## config.mk

```make
export PLATFORM = sky130hd
export DESIGN_NAME = rgb_to_hsv_pixel_top
export DESIGN_NICKNAME = d
export VERILOG_FILES = /design/src/sv/rhsv_pkg.sv /design/src/sv/rhsv_front.sv /design/src/sv/rhsv_div_stage.sv /design/src/sv/rgb_to_hsv_pixel_top.sv
export SDC_FILE = /design/constraint.sdc
export NUM_CORES = 1
export LEC_CHECK = 0
export ABC_AREA = 1
export BUFFER_PORTS_ARGS = -buffer_cell sky130_fd_sc_hd__buf_2
export CAP_MARGIN = 20
export CORE_ASPECT_RATIO = 0.6
export CORE_MARGIN = 2
export CORE_UTILIZATION = 40
export CTS_BUF_LIST = sky130_fd_sc_hd__clkbuf_8
export DETAILED_ROUTE_END_ITERATION = 8
export PLACE_DENSITY = 0.57
export SYNTH_ARGS = -nofsm -noshare
export SYNTH_HDL_FRONTEND = slang
export SYNTH_SLANG_ARGS = --single-unit
```

## constraint.sdc

```tcl
create_clock -name clk -period 9 [get_ports clk]
set_input_delay 1.8 -clock clk [delete_from_list [all_inputs] [get_ports clk]]
set_output_delay 1.8 -clock clk [all_outputs]
set_load 0.01 [all_outputs]
```

## src/sv/rhsv_pkg.sv

```systemverilog
// rhsv_pkg: shared types and constants for the rgb to hsv pixel pipeline
// used by rhsv_front, rhsv_div_stage and rgb_to_hsv_pixel_top
package rhsv_pkg;

  localparam int unsigned PixW   = 8;
  localparam int unsigned DivStg = 8;   // one quotient bit per stage

  // hue numerator 255*num with num <= 1530, divisor 6*d <= 1530
  localparam int unsigned HRemW = 19;
  localparam int unsigned HDivW = 18;   // 11-bit divisor pre-shifted by 7
  // saturation numerator 255*d, divisor max
  localparam int unsigned SRemW = 16;
  localparam int unsigned SDivW = 15;   // 8-bit divisor pre-shifted by 7

  typedef struct packed {
    logic [HRemW-1:0] hrem;
    logic [HDivW-1:0] hdiv;
    logic [PixW-1:0]  hq;
    logic [SRemW-1:0] srem;
    logic [SDivW-1:0] sdiv;
    logic [PixW-1:0]  sq;
    logic [PixW-1:0]  val;
  } div_t;

endpackage

```

## src/sv/rhsv_front.sv

```systemverilog
// rhsv_front: two register stages that find max, min and the hue sector,
// then form the numerators and divisors for the dividers; uses rhsv_pkg
module rhsv_front import rhsv_pkg::*; (
  input  logic            clk,
  input  logic            rst,
  input  logic            in_valid,
  output logic            in_ready,
  input  logic [PixW-1:0] red,
  input  logic [PixW-1:0] green,
  input  logic [PixW-1:0] blue,
  output logic            out_valid,
  input  logic            out_ready,
  output div_t            out_data
);

  // stage a registers
  logic            a_valid;
  logic [PixW-1:0] a_max;
  logic [PixW-1:0] a_diff;
  logic [10:0]     a_num;
  logic            a_grey;
  logic            a_ready;
  logic            in_ready_b;

  logic [PixW-1:0] mx, mn, d;
  logic [10:0]     num;

  always_comb begin
    mx = red;
    if (green > mx) mx = green;
    if (blue > mx) mx = blue;
    mn = red;
    if (green < mn) mn = green;
    if (blue < mn) mn = blue;
    d = mx - mn;
    // sixths times d; modulo 2^11 wraps back to a non-negative value
    if (blue == mx) begin
      num = {1'b0, d, 2'b00} + {3'b000, red} - {3'b000, green};
    end else if (green == mx) begin
      num = {2'b00, d, 1'b0} + {3'b000, blue} - {3'b000, red};
    end else if (green > blue) begin
      num = {3'b000, green} - {3'b000, blue};
    end else begin
      num = {1'b0, d, 2'b00} + {2'b00, d, 1'b0} + {3'b000, green} - {3'b000, blue};
    end
  end

  assign a_ready  = !a_valid || in_ready_b;
  assign in_ready = a_ready;

  always_ff @(posedge clk) begin
    if (rst) begin
      a_valid <= 1'b0;
    end else if (a_ready) begin
      a_valid <= in_valid;
    end
    if (a_ready && in_valid) begin
      a_max  <= mx;
      a_diff <= d;
      a_num  <= num;
      a_grey <= (mx == mn);
    end
  end

  // stage b: numerators scaled by 255, divisors aligned to the top quotient bit
  logic [10:0] six_d;
  div_t        b_next;

  always_comb begin
    six_d       = {1'b0, a_diff, 2'b00} + {2'b00, a_diff, 1'b0};
    b_next.hrem = {a_num, 8'h00} - {8'h00, a_num};
    b_next.srem = {a_diff, 8'h00} - {8'h00, a_diff};
    b_next.hq   = '0;
    b_next.sq   = '0;
    b_next.val  = a_max;
    // grey has zero numerators; a divisor of one keeps the quotients at zero
    if (a_grey) begin
      b_next.hdiv = {11'd1, 7'd0};
      b_next.sdiv = {8'd1, 7'd0};
    end else begin
      b_next.hdiv = {six_d, 7'd0};
      b_next.sdiv = {a_max, 7'd0};
    end
  end

  assign in_ready_b = !out_valid || out_ready;

  always_ff @(posedge clk) begin
    if (rst) begin
      out_valid <= 1'b0;
    end else if (in_ready_b) begin
      out_valid <= a_valid;
    end
    if (in_ready_b && a_valid) begin
      out_data <= b_next;
    end
  end

endmodule

```

## src/sv/rhsv_div_stage.sv

```systemverilog
// rhsv_div_stage: one restoring division step for both hue and saturation
// uses div_t from rhsv_pkg
module rhsv_div_stage import rhsv_pkg::*; (
  input  logic clk,
  input  logic rst,
  input  logic in_valid,
  output logic in_ready,
  input  div_t in_data,
  output logic out_valid,
  input  logic out_ready,
  output div_t out_data
);

  div_t stage_next;
  logic h_bit, s_bit;

  always_comb begin
    h_bit = in_data.hrem >= {1'b0, in_data.hdiv};
    s_bit = in_data.srem >= {1'b0, in_data.sdiv};
    stage_next      = in_data;
    stage_next.hrem = h_bit ? in_data.hrem - {1'b0, in_data.hdiv} : in_data.hrem;
    stage_next.srem = s_bit ? in_data.srem - {1'b0, in_data.sdiv} : in_data.srem;
    stage_next.hq   = {in_data.hq[PixW-2:0], h_bit};
    stage_next.sq   = {in_data.sq[PixW-2:0], s_bit};
    // divisor walks down one bit position per stage
    stage_next.hdiv = in_data.hdiv >> 1;
    stage_next.sdiv = in_data.sdiv >> 1;
  end

  assign in_ready = !out_valid || out_ready;

  always_ff @(posedge clk) begin
    if (rst) begin
      out_valid <= 1'b0;
    end else if (in_ready) begin
      out_valid <= in_valid;
    end
    if (in_ready && in_valid) begin
      out_data <= stage_next;
    end
  end

endmodule

```

## src/sv/rgb_to_hsv_pixel_top.sv

```systemverilog
// rgb_to_hsv_pixel_top: pixel rgb to hsv converter
// depends on rhsv_pkg, rhsv_front and rhsv_div_stage
//
// usage
//   pixel channel: pix_valid / pix_ready with red, green, blue
//   result channel: hsv_valid / hsv_ready with hue, saturation, value
//   an item moves on a channel at a clock edge where valid and ready are high
// pipeline: a pixel passes through 2 front stages (max/min and sector, then
//   scaling) and 8 divider stages before hsv_valid
// throughput: one item per cycle unless hsv_ready stalls; the divider retires
//   a hue and a saturation quotient bit per stage, so every stage takes a new item
// each stage holds its own valid bit and ready is passed back stage by stage,
//   so empty stages fill up while the receiver stalls; pix_ready falls only
//   once all ten stages hold an item and hsv_ready is low
// a stall loses and repeats nothing: a held stage keeps its item
// reset (rst, synchronous) empties the pipeline; there is no other state
module rgb_to_hsv_pixel_top import rhsv_pkg::*; (
  input  logic            clk,
  input  logic            rst,
  input  logic            pix_valid,
  output logic            pix_ready,
  input  logic [PixW-1:0] red,
  input  logic [PixW-1:0] green,
  input  logic [PixW-1:0] blue,
  output logic            hsv_valid,
  input  logic            hsv_ready,
  output logic [PixW-1:0] hue,
  output logic [PixW-1:0] saturation,
  output logic [PixW-1:0] value
);

  logic stg_valid [0:DivStg];
  logic stg_ready [0:DivStg];
  div_t stg_data  [0:DivStg];

  rhsv_front u_front (
    .clk       (clk),
    .rst       (rst),
    .in_valid  (pix_valid),
    .in_ready  (pix_ready),
    .red       (red),
    .green     (green),
    .blue      (blue),
    .out_valid (stg_valid[0]),
    .out_ready (stg_ready[0]),
    .out_data  (stg_data[0])
  );

  for (genvar k = 0; k < DivStg; k++) begin : g_div
    rhsv_div_stage u_div (
      .clk       (clk),
      .rst       (rst),
      .in_valid  (stg_valid[k]),
      .in_ready  (stg_ready[k]),
      .in_data   (stg_data[k]),
      .out_valid (stg_valid[k+1]),
      .out_ready (stg_ready[k+1]),
      .out_data  (stg_data[k+1])
    );
  end

  assign stg_ready[DivStg] = hsv_ready;
  assign hsv_valid         = stg_valid[DivStg];
  assign hue               = stg_data[DivStg].hq;
  assign saturation        = stg_data[DivStg].sq;
  assign value             = stg_data[DivStg].val;

  // zero saturation only comes from grey, which has zero hue
  a_grey_hue: assert property (@(posedge clk) disable iff (rst)
    hsv_valid && saturation == '0 |-> hue == '0)
    else $error("grey item with non-zero hue");

  // black gives zero saturation
  a_black_sat: assert property (@(posedge clk) disable iff (rst)
    hsv_valid && value == '0 |-> saturation == '0)
    else $error("black item with non-zero saturation");

  // input back-pressure only when the pipe is full and the receiver stalls
  a_full_stall: assert property (@(posedge clk) disable iff (rst)
    !pix_ready |-> hsv_valid && !hsv_ready)
    else $error("pixel channel stalled while the pipeline can move");

endmodule

```

### Word-level counts from Yosys, hierarchy flattened

Cells that the tools add are included.

| storage, ports and cells | value |
|---|---|
| logic and storage cells | 174 |
| register bits | 670 |

| cells by class | value |
|---|---|
| eq/ne operators | 3 |
| $add $sub $neg | 26 |
| reduce and logical (&&, ||, !) cells | 30 |
| order comparisons | 21 |
| multiplexer cells | 21 |

Operators by type and width:

| kind | number |
|---|---|
| $mux 19 | 7 |
| $mux 16 | 7 |
| $mux 11 | 3 |
| $sub 11x8->11 | 3 |
| $mux 8 | 4 |
| $eq 8x8->1 | 3 |
| $gt 8x8->1 | 3 |
| $add 10x9->11 | 2 |
| $ge 19x11->1 | 1 |
| $ge 19x12->1 | 1 |
| $ge 19x13->1 | 1 |
| $ge 19x14->1 | 1 |
| $ge 19x15->1 | 1 |
| $ge 19x16->1 | 1 |
| $ge 19x17->1 | 1 |
| $ge 19x18->1 | 1 |
| $sub 19x11->19 | 1 |
| $sub 19x12->19 | 1 |
| $sub 19x13->19 | 1 |
| $sub 19x14->19 | 1 |
| $sub 19x15->19 | 1 |
| $sub 19x16->19 | 1 |
| $sub 19x17->19 | 1 |
| $sub 19x18->19 | 1 |
| other kinds (25) | 53 |

### Logic depth before layout (Yosys ltp)

| logic depth | value |
|---|---|
| word-level depth | 12 |
| gate-level depth with buffers | 53 |
| mapped depth without buffers | 51 |

### By module

From an unflattened synthesis, not the netlist that was laid out.

| unflattened totals | value |
|---|---|
| cells, all modules | 5854 |
| area, all modules | 51479.4 sq um |

Modules (own cells, without submodules):

| module | cells each | instances | sequential area each (sq um) | area each (sq um) |
|---|---|---|---|---|
| rhsv_div_stage (g_div[2].u_div ...) | 612 | 4 | 2722.6 | 5383.9 |
| rhsv_div_stage (g_div[6].u_div ...) | 612 | 2 | 2722.6 | 5450.2 |
| rhsv_front | 957 | 1 | 2742.6 | 8226.6 |
| rhsv_div_stage (g_div[0].u_div) | 616 | 1 | 2722.6 | 5411.4 |
| rhsv_div_stage (g_div[1].u_div) | 609 | 1 | 2722.6 | 5405.2 |

### Worst setup path after synthesis

Ideal clock, no wire load.

| path | value |
|---|---|
| kind | in2reg |
| start | input port red[1] |
| end | register u_front.a_num[10] (data pin) |
| buffers on the path | 2 |
| path slack | 810 ps |
| library setup time | 257 ps |
| arrival | 7933 ps |
| cell stages on the path | 45 |
| cells stage by stage | inv_1 -> ha_1 -> nand2_1 -> nand2_1 -> nand2_1 -> nand2_1 -> nand2_2 -> nand2_4 -> nand2_4 -> buf_2 -> o21ai_0 -> inv_1 -> ha_1 -> nand2_1 -> nor2_1 -> nand2_1 -> nor2_4 -> nand4_2 -> [9 not listed] -> inv_1 -> fa_1 -> fa_1 -> nor2_1 -> nor2_1 -> o21bai_1 -> nand2_1 -> nand2_1 -> a21oi_1 -> nor2_1 -> nor2_1 -> nor2_1 -> nor2_1 -> xnor2_1 -> nand2_1 -> nand2_1 -> a21oi_1 -> a21oi_1 |

| between the ends | value |
|---|---|
| cells in the longest elaborated chain, start to end | 11 |

RTL lines:

| element | line | text |
|---|---|---|
| start, declared | rgb_to_hsv_pixel_top.sv:22 | `input logic [PixW-1:0] red,` |
| $gt 8x8->1 | rhsv_front.sv:30 | `if (green > mx) mx = green;` |
| $mux 8 * | rhsv_front.sv:30 |  |
| $gt 8x8->1 | rhsv_front.sv:31 | `if (blue > mx) mx = blue;` |
| $mux 8 * | rhsv_front.sv:31 |  |
| via u_front.mx[0] | rhsv_front.sv:25 | `logic [PixW-1:0] mx, mn, d;` |
| $sub 8x8->8 * | rhsv_front.sv:35 | `d = mx - mn;` |
| via u_front.d[1] | rhsv_front.sv:25 |  |
| $add 10x9->11 | rhsv_front.sv:44 | `num = {1'b0, d, 2'b00} + {2'b00, d, 1'b0} + {3'b000, green} - {3'b000, blue};` |
| $add 11x8->11 | rhsv_front.sv:44 |  |
| $sub 11x8->11 | rhsv_front.sv:44 |  |
| $mux 11 | rhsv_front.sv:41 | `end else if (green > blue) begin` |
| $mux 11 | rhsv_front.sv:39 | `end else if (green == mx) begin` |
| $mux 11 * | rhsv_front.sv:37 | `if (blue == mx) begin` |
| via u_front.num[10] | rhsv_front.sv:26 | `logic [10:0] num;` |
| end signal, assigned | rhsv_front.sv:60 | `a_num <= num;` |
| end, declared | rhsv_front.sv:20 | `logic [10:0] a_num;` |

The timed path passes the listed nets; every way through them passes the cells marked *.
A chain may end at the register's enable or synchronous reset.

### Final worst setup path

| path | value |
|---|---|
| start | input port red[7] |
| end | register u_front.a_num[8] (data pin) |

| between the ends | value |
|---|---|
| cells in the longest elaborated chain, start to end | 11 |

RTL lines:

| element | line |
|---|---|
| $gt 8x8->1 | rhsv_front.sv:30 |
| $mux 8 * | rhsv_front.sv:30 |
| $gt 8x8->1 | rhsv_front.sv:31 |
| $mux 8 * | rhsv_front.sv:31 |
| via u_front.mx[1] | rhsv_front.sv:25 |
| $sub 8x8->8 | rhsv_front.sv:35 |
| $add 10x9->11 | rhsv_front.sv:44 |
| $add 11x8->11 | rhsv_front.sv:44 |
| $sub 11x8->11 | rhsv_front.sv:44 |
| $mux 11 | rhsv_front.sv:41 |
| $mux 11 | rhsv_front.sv:39 |
| $mux 11 * | rhsv_front.sv:37 |
| via u_front.num[8] | rhsv_front.sv:26 |

Marks and branches as above.

==> metrics.md <==
| Metric | Value |
|---|---|
| Cell count of the worst hold path | 0 |
| Compound-gate portion of the synthesized area | 8.63% |
| Crit path launch | red[7] |
| Minimum clock period | 8.11 ns |
| Logic gate share of total power | 36.4% |
| Die area | 0.0835 mm^2 |
| EDFF count, synth | 604 |
| Synthesized-area fraction occupied by adder cells | 12.1% |
| Pin count of the biggest net entering global routing | 75 |
| Final setup fails | 0 |
| DR pass1 iterations | 6 |
| Ys Warns | 0 |
| Crit Path Max Fanout | 15 |
| Clock Tree Buf Depth | 3 |
| Vias/cell | 4.96 |
| Critical path's slowest cell | fa_1 |
| Worst Path Required | 9.43 ns |
| Fin Clk Skew | 0.0358 ns |
| Netlist cell types | 65 |
| Post-synthesis xor/xnor area fraction | 5.34% |
| R2R Path End | g_div[4].u_div.out_data[90] |
| Post-CTS Hold Buffers | 0 |
| Simple-gate share of the synthesized area | 11.5% |
| Layout cells sized above 1 | 8.56% |
| Root buf cell | clkbuf_8 |
| Post-Syn Area | 0.0325 mm^2 |
| Iteration-0 DRC Markers | 1660 |
| Final WL | 73200 um |
| Power Density | 256 mW/mm^2 |
| Die Span Y | 225 um |
| Cell Int Power | 6.00 mW |
| Synth Flop Type | edfxtp_1 |
| Critical path class | input pin to register |
| H-tree Lvls | 3 |
| Core area | 0.0799 mm^2 |
| Final Power | 9.28 mW |
| Data arrival time of the critical path | 8.54 ns |
| Switching power | 3.28 mW |
| Worst vdd ir | 0.000227 V |
| Insertion delay to the later sink of the worst-skew pair | 0.70 ns |
| Number of synthesized register bits | 614 |
| Post CTS Setup Buffer Count | 0 |
| Seq/Total Area, Yosys | 56.5% |
| Switch share | 35.3% |
| Worst relative slew slack | 30.4% |
| Max frequency | 0.123 GHz |
| CTS tree | built |
| Detailed placement HPWL | 55700 um |
| Non-Filler Cell Area, Final | 0.0362 mm^2 |
| Startpoint Class | input pin |
| Mux contribution to synthesized area | 0.0347% |
| Slew Limit Fails | 0 |
| Commonest non-fill, non-tap cells in the layout | edfxtp_1, inv_1, nand2_1, ha_1, a21oi_1 |
| Period utilization | 90.2% |
| Seq pwr share | 37.9% |
| Reg2reg setup slack | 5.23 ns |
| Die width | 372 um |
| Worst r2r path cells | 16 |
| Worst-path clk slew | 0.07 ns |
| First-pass GRT wire length | 117000 um |
| Commonest non-fill, non-tap cell in the layout | edfxtp_1 |
| Syn nets | 3290 |
| Post-Syn Instances | 2973 |
| Largest family of logic cells by synthesized area | adder cells |
| Wire length per cell | 17.1 um |
| MaxCap Viol Count | 0 |
| CTS buffer count | 95 |
| Clock Sinks | 614 |
| I/O pins | 54 |
| Async set-reset flop share out of synthesis | 0% |
| Slew @ Worst Pin | 1.04 ns |
| LEAKAGE | 14.8 nW |
| Row cnt | 80 |
| Type of destination of the critical path | register |
| Area delta synth->final | 11.6% |
| Fin. Hold Viols | 0 |
| Congestion Overflow GR | 0 |
| Status | finished, final reports clean |
| GP Congestion | 0.893 |
| Remaining antenna violation count | 0 |
| Nets@finish | 3450 |
| Worst R2R Start | g_div[3].u_div.out_data[58] |
| Unrepaired setup endpoints after global routing | false |
| Most common cell on crit path | nand2_1 |
| Total number of vias | 21223 |
| Setup TNS | 0 ns |
| Vias in the first global route | 21150 |
| Tot GR Track Use | 17.9% |
| Clock share of power | 25.7% |
| Drc violations | 0 |
| Synthesized area per cell | 10.9 um^2 |
| Min-delay worst type | register to register |
| Initial antenna violation count | 1 |
| Starting Density | 40.6% |
| Count of input and output buffers | 53 |
| CP peak stage delay | 0.52 ns |
| Placed Area | 0.0343 mm^2 |
| PostCTS Resize Cnt | 0 |
| Critical path capture point | u_front.a_num[8] |
## cells in the mapped netlist (6+ instances only)
cell type | n | area, um^2
a21oi_1 | 207 | 1040
o21ai_0 | 200 | 1000
dfxtp_1 | 10 | 200
a211oi_1 | 7 | 52.6
xor2_1 | 129 | 1130
ha_1 | 248 | 3100
nand2_2 | 9 | 56.3
clkbuf_1 | 29 | 109
a31oi_1 | 13 | 81.3
a21o_1 | 6 | 45.0
a221oi_1 | 10 | 87.6
or2_2 | 10 | 62.6
nor2_1 | 211 | 792
o31ai_1 | 7 | 52.6
nor4_1 | 20 | 125
nand4_1 | 19 | 119
nand3_1 | 99 | 495
nand2_1 | 421 | 1580
fa_1 | 41 | 821
o21bai_1 | 9 | 67.6
xnor2_1 | 69 | 604
nor3_1 | 48 | 240
inv_1 | 456 | 1710
edfxtp_1 | 604 | 18100
## routing by layer
layer | vias to the layer above | GRT usage, % | share of wire (%)
li1 | 10569 | - | -
met1 | 10017 | 27.3 | 52
met2 | 518 | 26.5 | 41
met3 | 119 | 2.70 | 4.6
met4 | 0 | 4.77 | 2.1
met5 | - | 0 | 0
## critical path, delay by kind of cell
family	cells	cell delay, ns
fa+ha+maj	6	2.27
simple gates	16	1.68
buf+inv	9	0.97
xor+xnor	2	0.54
compound gates	7	1.25
## state kept, by name, summed over array words and instances, names as in the netlist
register               count
g_div.u_div.out_data     514
g_div.u_div.out_valid      8
u_front.a_diff             8
u_front.a_grey             1
u_front.a_max              8
u_front.a_num             11
u_front.a_valid            1
u_front.out_data          62
u_front.out_valid          1
## worst min path at each step
stage                                      startpoint                           to  slack [ns]
after floorplan                   u_front.out_data[0]   g_div[0].u_div.out_data[0]        0.40
after global placement    g_div[6].u_div.out_data[50]  g_div[7].u_div.out_data[51]        0.40
after detailed placement          u_front.out_data[2]   g_div[0].u_div.out_data[2]        0.40
after CTS                 g_div[4].u_div.out_data[48]  g_div[5].u_div.out_data[49]        0.39
after global routing      g_div[5].u_div.out_data[50]  g_div[6].u_div.out_data[51]        0.41
final                     g_div[4].u_div.out_data[48]  g_div[5].u_div.out_data[49]        0.38
## area by class of cell
type | instances | area, um^2
Antenna cell | 1 | 2.50
Clock buffer | 96 | 1320
Clock inverter | 80 | 604
Fill cell | 7314 | 43600
Inverter | 464 | 1740
Multi-Input combinational cell | 1860 | 12300
Sequential cell | 614 | 18300
Tap cell | 1066 | 1330
Timing Repair Buffer | 98 | 636
## kinds of logic (layout without fill, tap and decap cells)
group / count (synthesis) / count (layout)
buffers and inverters: 499 / 738
other: 0 / 1
DFF: 614 / 614
and+or+nand+nor: 868 / 868
xor gates and xnor gates: 198 / 198
AOI/OAI and AO/OA: 504 / 504
muxes: 1 / 1
adders and majority gates: 289 / 289
## power groups by stage
stage | Clock [mW] | Sequential (mW) | Combinational [mW]
after detailed placement | 0 | 3.58 | 3.34
after global routing | 2.59 | 3.54 | 3.85
final | 2.38 | 3.52 | 3.38
after CTS | 2.46 | 3.52 | 3.37
after floorplan | 0 | 3.51 | 2.36
after global placement | 0 | 3.58 | 3.32
## through the flow
stage                     instances  worst slack (ns)  hold slack (ns)  utilization (%)
after floorplan                2973             0.810            0.400                -
after global placement         4100             0.337            0.401             42.9
after detailed placement       4100             0.249            0.405             42.9
after CTS                      4276             0.994            0.386             45.3
after global routing           4279             0.351            0.408             45.4
final                          4279             0.886            0.383             45.4
Power figures use the tool's default switching activity.
